===== src/sv/frc_ram.sv =====
// ----------------------------------------------------------------------------
// frc_ram
// Generic single-write, single-read RAM with a registered read port.
// ----------------------------------------------------------------------------
module frc_ram #(
  parameter int WIDTH  = 8,
  parameter int DEPTH  = 16,
  parameter int ADDR_W = 4
) (
  input  logic              clk_i,
  input  logic              we_i,
  input  logic [ADDR_W-1:0] waddr_i,
  input  logic [WIDTH-1:0]  wdata_i,
  input  logic              re_i,
  input  logic [ADDR_W-1:0] raddr_i,
  output logic [WIDTH-1:0]  rdata_o
);

  logic [WIDTH-1:0] mem_q [DEPTH];
  logic [WIDTH-1:0] rdata_q;

  always_ff @(posedge clk_i) begin
    if (we_i) begin
      mem_q[waddr_i] <= wdata_i;
    end
    if (re_i) begin
      rdata_q <= mem_q[raddr_i];
    end
  end

  assign rdata_o = rdata_q;

endmodule


===== config.mk =====
export PLATFORM = sky130hd
export DESIGN_NAME = frc_ram
export DESIGN_NICKNAME = d
export VERILOG_FILES = /design/src/sv/frc_ram.sv
export SDC_FILE = /design/constraint.sdc
export NUM_CORES = 1
export LEC_CHECK = 0
export BUFFER_PORTS_ARGS = -buffer_cell sky130_fd_sc_hd__buf_2
export CAP_MARGIN = 0
export CORE_MARGIN = 5
export CORE_UTILIZATION = 25
export CTS_CLUSTER_DIAMETER = 50
export DETAILED_ROUTE_END_ITERATION = 8
export GPL_TIMING_DRIVEN = 0
export PLACE_DENSITY = 0.36
export SKIP_CTS_REPAIR_TIMING = 1
export SLEW_MARGIN = 15
export SYNTH_ARGS = -nofsm -noshare
export SYNTH_HDL_FRONTEND = slang
export SYNTH_SLANG_ARGS = --single-unit

===== constraint.sdc =====
create_clock -name clk_i -period 2.6 [get_ports clk_i]
set_input_delay 0.26 -clock clk_i [delete_from_list [all_inputs] [get_ports clk_i]]
set_output_delay 0.26 -clock clk_i [all_outputs]
set_load 0.005 [all_outputs]

# Word level (Yosys, flattened, before mapping)
# Memories as Yosys holds them, arrays and structs flattened. A register that Yosys moved wholly into a read port is not among the register bits.
# Cells that the tools add are included.
[totals]
wordCells = 3
output_inout_bits = 8
n_memories = 1
register_bits = 0
ram_bits = 128
in_bits = 19
[memory_table]
columns = ["memory", "words", "word_bits", "rd", "rd_ports_with_merged_regs", "wr", "line_no", "rtl"]
rows = [
  ["mem_q", 16, 8, 1, 1, 1, "19", "logic [WIDTH-1:0] mem_q [DEPTH];"],
]
[classes]
n_mux = 2
[op_table]
columns = ["cell", "count"]
rows = [
  ["$mux W1", 2],
]

# Logic depth before layout (Yosys ltp)
# Gate-level depths: netlist of run 1.
[depth]
ltp_word = 2
depth_mapped = 5
depth_no_buf = 3

# Least setup slack after synthesis of run 1
# Ideal clock, no wire load.
[synth_timing]
path_type = "input -> register"
startpoint = "input port waddr_i[2]"
endpoint = "memory mem_q[0][0] (enable)"
path_stages = 2
path_buffers = 0
arrival_ps = 1370
slack_ps = 847
setup_ps = 383
required_time_ps = 2217
cell_sequence = "or3b_2 -> nor3_1"
[synth_lines]
columns = ["item", "line_no", "rtl"]
rows = [
  ["from (decl)", "12", "input logic [ADDR_W-1:0] waddr_i,"],
  ["to (decl)", "19", ""],
]
# Straight into the memory's write port.

==> results_dict.tcl, run 1 <==
set metrics [dict create \
    run_status "completed" \
    synth_cell_type_count 18 \
    drt_pre_antenna_iters 4 \
    detailedPlacementHpwl_um 7810 \
    cts.root.buffer_cell "clkbuf_16" \
    final_layout_size_suffix_gt1_share_pct 31.5 \
    post_route_drc 0 \
    synth-seq-area-share_pct 78.1 \
    proportion_of_power_drawn_by_combinational_gates_pct 4.8 \
    rsz0062_at_grt "no" \
    avgViaCountPerCell 4.25 \
    postRouteWirelength_um 11900 \
    ys_dominant_reg_cell "edfxtp_1" \
    leakage_nw 2.07 \
    worst_path_max_delay_cell "mux4_2" \
    gr-usage-all-layers_pct 10.5 \
    crit_type "reg2reg" \
    mappedNetlistNets 248 \
    crit_path_max_incr_delay_ps 470 \
    worstSetupEndpointType "flop" \
    fin_worst_skew_ps 5.58 \
    clock_network_latency_to_the_later_pin_of_the_worst_skew_pair_ps 410 \
    nets 295 \
    initial_utilization_pct 25.1 \
    hold_path_class "in2reg" \
    syn_to_final_growth_pct 21.4 \
    tightest_slew_ps 922 \
    worstPathCellList "mux4_2, a22oi_1, nand2_1" \
    worst-path-max-fanout 1 \
    max_freq_mhz 592 \
    power_report.internal_total_mw 4.15 \
    synth.most_common_cell "edfxtp_1" \
    floorplan.io_pins 27 \
    netlist_top_cells_count "edfxtp_1 (136), mux4_2 (18), a22oi_1 (16)" \
    setup_viol 0 \
    fin_setup_tns_ps 0 \
    worstPathBufferInverterCount 0 \
    p_sw_share_pct 19.7 \
    synth_area_per_cell_um2 22.8 \
    number_of_cts_inserted_buffers 17 \
    drt.antenna.violating_nets 0 \
    net-switching-power_mw 1.02 \
    post_drt_wl_per_cell_um 21.1 \
    critical_path.startpoint_type "flop" \
    clk_pin_slew_ps 60 \
    tritoncts_clock_tree "done" \
    floorplan.die.height_um 155 \
    placement.io_buffers 25 \
    post-route-period-util_pct 65.0 \
    grt_remaining_overflow 0 \
    timing.max_cap.violations 0 \
    clock_tree.buffer_depth 2 \
    cts-htree-levels 4 \
    largest_net_degree_at_the_start_of_global_routing 17 \
    post_layout_minimum_cycle_time_ps 1690 \
    power_frac_seq_pct 47.9 \
    chipWidth_um 155 \
    cp_data_required_time_ps 2740 \
    dr.first_iter.drc_count 124 \
    synth_seq_cells 136 \
    power_density_nw_per_um2 815 \
    antenna_cells 0 \
    slew_violations 0 \
    synth_top_cells_by_area "edfxtp_1 (78%), mux4_2 (7.8%), mux4_1 (7.0%)" \
    timing.max_slew.rel_slack_pct 38.3 \
    tritoncts_num_sinks 136 \
    arrival_ps 1830 \
    synth-edff-count 136 \
    die_area_um2 23900 \
    vias 2395 \
    final_core_util_pct 30.5 \
    synth_top_cell_by_area "edfxtp_1" \
    syn_inst 229 \
    hold_viol 0 \
    number_of_antenna_violations_at_the_first_check_in_global_routing 0 \
    global_route_wire_length_before_repair_um 17300 \
    max-vdd-ir-drop_mv 0.455 \
    number_of_global_route_vias_before_repair 2579 \
    synth.cell_area_um2 5230 \
    postSynth.asyncResetShare_pct 0 \
    finalWeightedCongestion 0.735 \
    synth.top_cell.area_share_pct 78.1 \
    num_rows 53 \
    design.core.area_um2 20800 \
    yosysWarnings 0 \
    p_clk_share_pct 47.3 \
    critical-path-top-delay-family "multiplexers" \
]
==> placed cells by master (no fill, tap or decap), drive strengths merged <==
master / Yosys / final
a22oi: 16 / 16
and2: 1 / 1
and2b: 1 / 1
buf: 7 / 35
bufinv: 0 / 4
clkbuf: 0 / 17
clkdlybuf4s25: 3 / 3
clkinv: 0 / 8
clkinvlp: 0 / 3
edfxtp: 136 / 136
mux4: 32 / 32
nand2: 9 / 9
nand2b: 2 / 2
nand3: 1 / 1
nand3b: 2 / 2
nor2: 13 / 13
nor2b: 1 / 1
nor3: 4 / 4
or3b: 1 / 1
==> through the flow <==
stage	hold WS [ps]	instance area, um^2	setup WS [ps]	cells	power [mW]
detailed placement	617	5740	504	532	2.78
global placement	606	5700	132	529	2.78
CTS	176	6350	920	564	5.26
global route	175	6350	857	564	5.38
floorplan	359	5230	847	229	2.65
finish	189	6350	910	564	5.18
==> state kept, by name, summed over array words and instances, names as in the netlist <==
| register | count |
|---|---|
| mem_q | 128 |
| rdata_o | 8 |
==> final timing paths <==
| kind | from | end | slack [ps] | depth (start not counted) |
|---|---|---|---|---|
| worst min register to register | mem_q[14][2] | rdata_o[2] | 780 | 3 |
| worst max register to register | mem_q[3][7] | rdata_o[7] | 910 | 3 |
| worst min-delay path | re_i | rdata_o[1] | 190 | 1 |
| worst max-delay path | mem_q[3][7] | rdata_o[7] | 910 | 3 |
==> logic make-up (layout without fill, tap and decap cells) <==
kind of cell           count (synthesis)  in the layout  share of synthesized area, %
muxes                                 32             32                          14.8
AOI/OAI and AO/OA                     16             16                          2.30
and+or+nand+nor                       35             35                          3.14
buffers and inverters                 10             70                          1.65
DFF                                  136            136                          78.1
==> power by group through the flow <==
stage / Sequential, mW / Clock (mW) / Combinational [mW]
after floorplan: 2.53 / 0 / 0.125
after global placement: 2.53 / 0 / 0.253
after detailed placement: 2.53 / 0 / 0.257
after CTS: 2.48 / 2.52 / 0.257
after global routing: 2.48 / 2.62 / 0.272
final: 2.48 / 2.45 / 0.249
==> worst register-to-register path, delay by kind of cell (launching register included) <==
family / cells / cell delay (ps)
flip-flops: 1 / 350
multiplexers: 1 / 470
AO/OA/AOI/OAI: 1 / 450
AND/OR/NAND/NOR: 1 / 150
==> final cells by class <==
type	count	area (um^2)
Fill cell	2071	14500
Sequential cell	136	4080
Multi-Input combinational cell	83	1080
Clock buffer	17	425
Tap cell	275	344
Clock inverter	15	184
Timing Repair Buffer	28	148
Buffer	10	86.3
==> layer usage <==
layer / share of wire [%] / up-vias / wire length, um / global-route usage (%)
li1: - / 1076 / - / -
met1: 48 / 1248 / 5720 / 14.4
met2: 46 / 65 / 5430 / 15.8
met3: 5.1 / 6 / 611 / 3.39
met4: 0.98 / 0 / 116 / 3.28
met5: 0 / - / 0 / 0
No activity file was read; power rests on OpenSTA's default activity.
==> inputs of run 2 (changes only) <==
Settings changed: ABC_AREA set to 1, PLACE_DENSITY 0.36 to 0.38.
Clock period 2.6 ns to 1.4 ns, I/O delays scaled along.
==> results_dict.tcl, run 2 <==
set metrics [dict create \
    worst-path-max-fanout 8 \
    floorplan.die.height_um 163 \
    p_sw_share_pct 22.3 \
    post_layout_minimum_cycle_time_ps 1330 \
    mappedNetlistNets 570 \
    synth-adder-area-share_pct 0 \
    initial_utilization_pct 25.1 \
    clock_network_latency_to_the_later_pin_of_the_worst_skew_pair_ps 420 \
    postSynth.asyncResetShare_pct 0 \
    rsz0062_at_grt "no" \
    proportion_of_power_drawn_by_combinational_gates_pct 6.4 \
    placedCellCount 893 \
    worst_path_max_delay_cell "nor2_1" \
    antenna_cells 0 \
    placement.io_buffers 23 \
    ys_dominant_reg_cell "edfxtp_1" \
    power_density_nw_per_um2 1400 \
    slew_violations 0 \
    synth_top_cell_by_area "edfxtp_1" \
    synth-edff-count 136 \
    cp_data_required_time_ps 1430 \
    synth-xor-area-share_pct 0 \
    synth.top_cell.area_share_pct 69.8 \
    synth-seq-area-share_pct 69.8 \
    avgViaCountPerCell 4.09 \
    synth-simple-area-share_pct 20.8 \
    fin_total_pwr_mw 9.69 \
    hold_path_class "in2reg" \
    synth.most_common_cell "nand2_1" \
    complex_gate_fraction_of_the_synthesized_area_pct 0 \
    arrival_ps 1360 \
    dr.first_iter.drc_count 253 \
    drt_pre_antenna_iters 5 \
    number_of_cts_inserted_buffers 17 \
    cts.root.buffer_cell "clkbuf_16" \
    timing.max_cap.violations 0 \
    synth_area_per_cell_um2 10.6 \
    cts-htree-levels 4 \
    final_core_util_pct 29.9 \
    tightest_slew_ps 999 \
    holdPathStages 1 \
    number_of_antenna_violations_at_the_first_check_in_global_routing 0 \
    vias 3786 \
    largest_net_degree_at_the_start_of_global_routing 17 \
    grt_remaining_overflow 0 \
    postLayoutCellArea_um2 6950 \
    fin_worst_skew_ps 5.69 \
    clock_tree.buffer_depth 2 \
    setup_viol 0 \
    nets 612 \
    critical_path.startpoint_type "primary input" \
    number_of_global_route_vias_before_repair 3734 \
    run_status "completed" \
    commonest_non_fill_non_tap_cells_in_the_layout "nand2_1 (173), edfxtp_1 (136), inv_1 (100)" \
    synth_top_family_by_area "simple AND/OR/NAND/NOR gates" \
    layoutNonFillerInstCount 925 \
    crit_type "in2reg" \
    max_freq_mhz 755 \
    worst_r2r_path_depth 6 \
    worstSetupEndpointType "flop" \
    power_report.internal_total_mw 7.54 \
    finalWorstSetupSlack_ps 74.6 \
    postRouteWirelength_um 16300 \
    post-route-period-util_pct 94.7 \
    max-vdd-ir-drop_mv 0.736 \
    pre_cts_slack_ps -319 \
    chipWidth_um 163 \
    layout_commonest_cell "nand2_1" \
    tritoncts_clock_tree "done" \
    finalWeightedCongestion 0.779 \
    regMostFlops "mem_q" \
    leakage_nw 2.90 \
    tritoncts_num_sinks 136 \
    clk_pin_slew_ps 60 \
    num_rows 56 \
    gr-usage-all-layers_pct 12.8 \
    floorplan.io_pins 27 \
    largest_register_ffs 128 \
    design.core.area_um2 23300 \
    fin_setup_tns_ps 0 \
    syn_to_final_growth_pct 18.8 \
    drt.antenna.violating_nets 0 \
    final_layout_size_suffix_gt1_share_pct 12.5 \
    synth.cell_area_um2 5850 \
    synth_seq_cells 136 \
    synth_cell_type_count 11 \
    post_drt_wl_per_cell_um 17.6 \
    dpl_cell_area_um2 6360 \
    global_route_wire_length_before_repair_um 24500 \
    syn_inst 551 \
    netlist_top_cells_count "nand2_1 (173), edfxtp_1 (136), inv_1 (100)" \
    p_clk_share_pct 46.1 \
    crit_path_max_incr_delay_ps 820 \
    hold_ws_ps 77.1 \
    power_frac_seq_pct 47.5 \
    die_area_um2 26500 \
    timing.max_slew.rel_slack_pct 33.2 \
    hold_viol 0 \
    synth_top_cells_by_area "edfxtp_1 (70%), nand2_1 (11%), nand3_1 (8.3%)" \
    yosysWarnings 0 \
    post_route_drc 0 \
    worstPathCellList "buf_2, nand3b_1, nor2_1" \
    detailedPlacementHpwl_um 10800 \
    net-switching-power_mw 2.16 \
    post_synth_mux_area_share_pct 0 \
]
run 2: cell count changes in the layout (fill, tap and decap cells not counted), moves of 4 or more:
cell / before / now
nor3_2: 4 / 0
nand3_1: 1 / 97
mux4_1: 14 / 0
inv_1: 0 / 100
buf_2: 28 / 36
mux4_2: 18 / 0
nand2_1: 9 / 173
a22oi_1: 16 / 0
nor2_1: 13 / 17
run 2: final timing paths:
check                              endpoint  slack [ps]         start
worst min register to register   rdata_o[5]         800  mem_q[12][5]
worst min-delay path             rdata_o[6]          80          re_i
worst max register to register   rdata_o[3]         200  mem_q[14][3]
worst max-delay path            mem_q[4][3]          70    waddr_i[3]
run 2: cell families (layout without fill, tap and decap cells):
logic type             after synthesis  after routing
AND/OR/NAND/NOR                    289            289
flip-flops                         136            136
buffers and inverters              126            181
run 2: worst max-delay path, delay by kind of cell:
kind,cells,cell delay (ps)
buf+inv,1,110
simple gates,2,1100
run 2: layer usage:
layer,wire (um),up-vias,global-route usage (%)
li1,-,1867,-
met1,7720,1793,18.0
met2,7450,105,19.8
met3,837,21,2.94
met4,289,0,4.27
met5,0,-,0
run 2: area by class of cell:
cell class | count | area, um^2
flip-flops and latches | 136 | 4080
multi-input cells | 289 | 1210
clock buffers | 18 | 429
clock inverters | 14 | 156
fillers | 2473 | 16300
plain buffers | 24 | 166
inverters | 102 | 383
well taps | 319 | 399
repair buffers | 23 | 115
run 2: power groups by stage:
stage                     Clock [mW]  Combinational (mW)  Sequential [mW]
final                           4.47               0.616             4.61
after global routing            4.76               0.687             4.61
after CTS                       4.56               0.629             4.61
after detailed placement           0               0.626             4.69
after global placement             0               0.623             4.69
after floorplan                    0               0.322             4.69
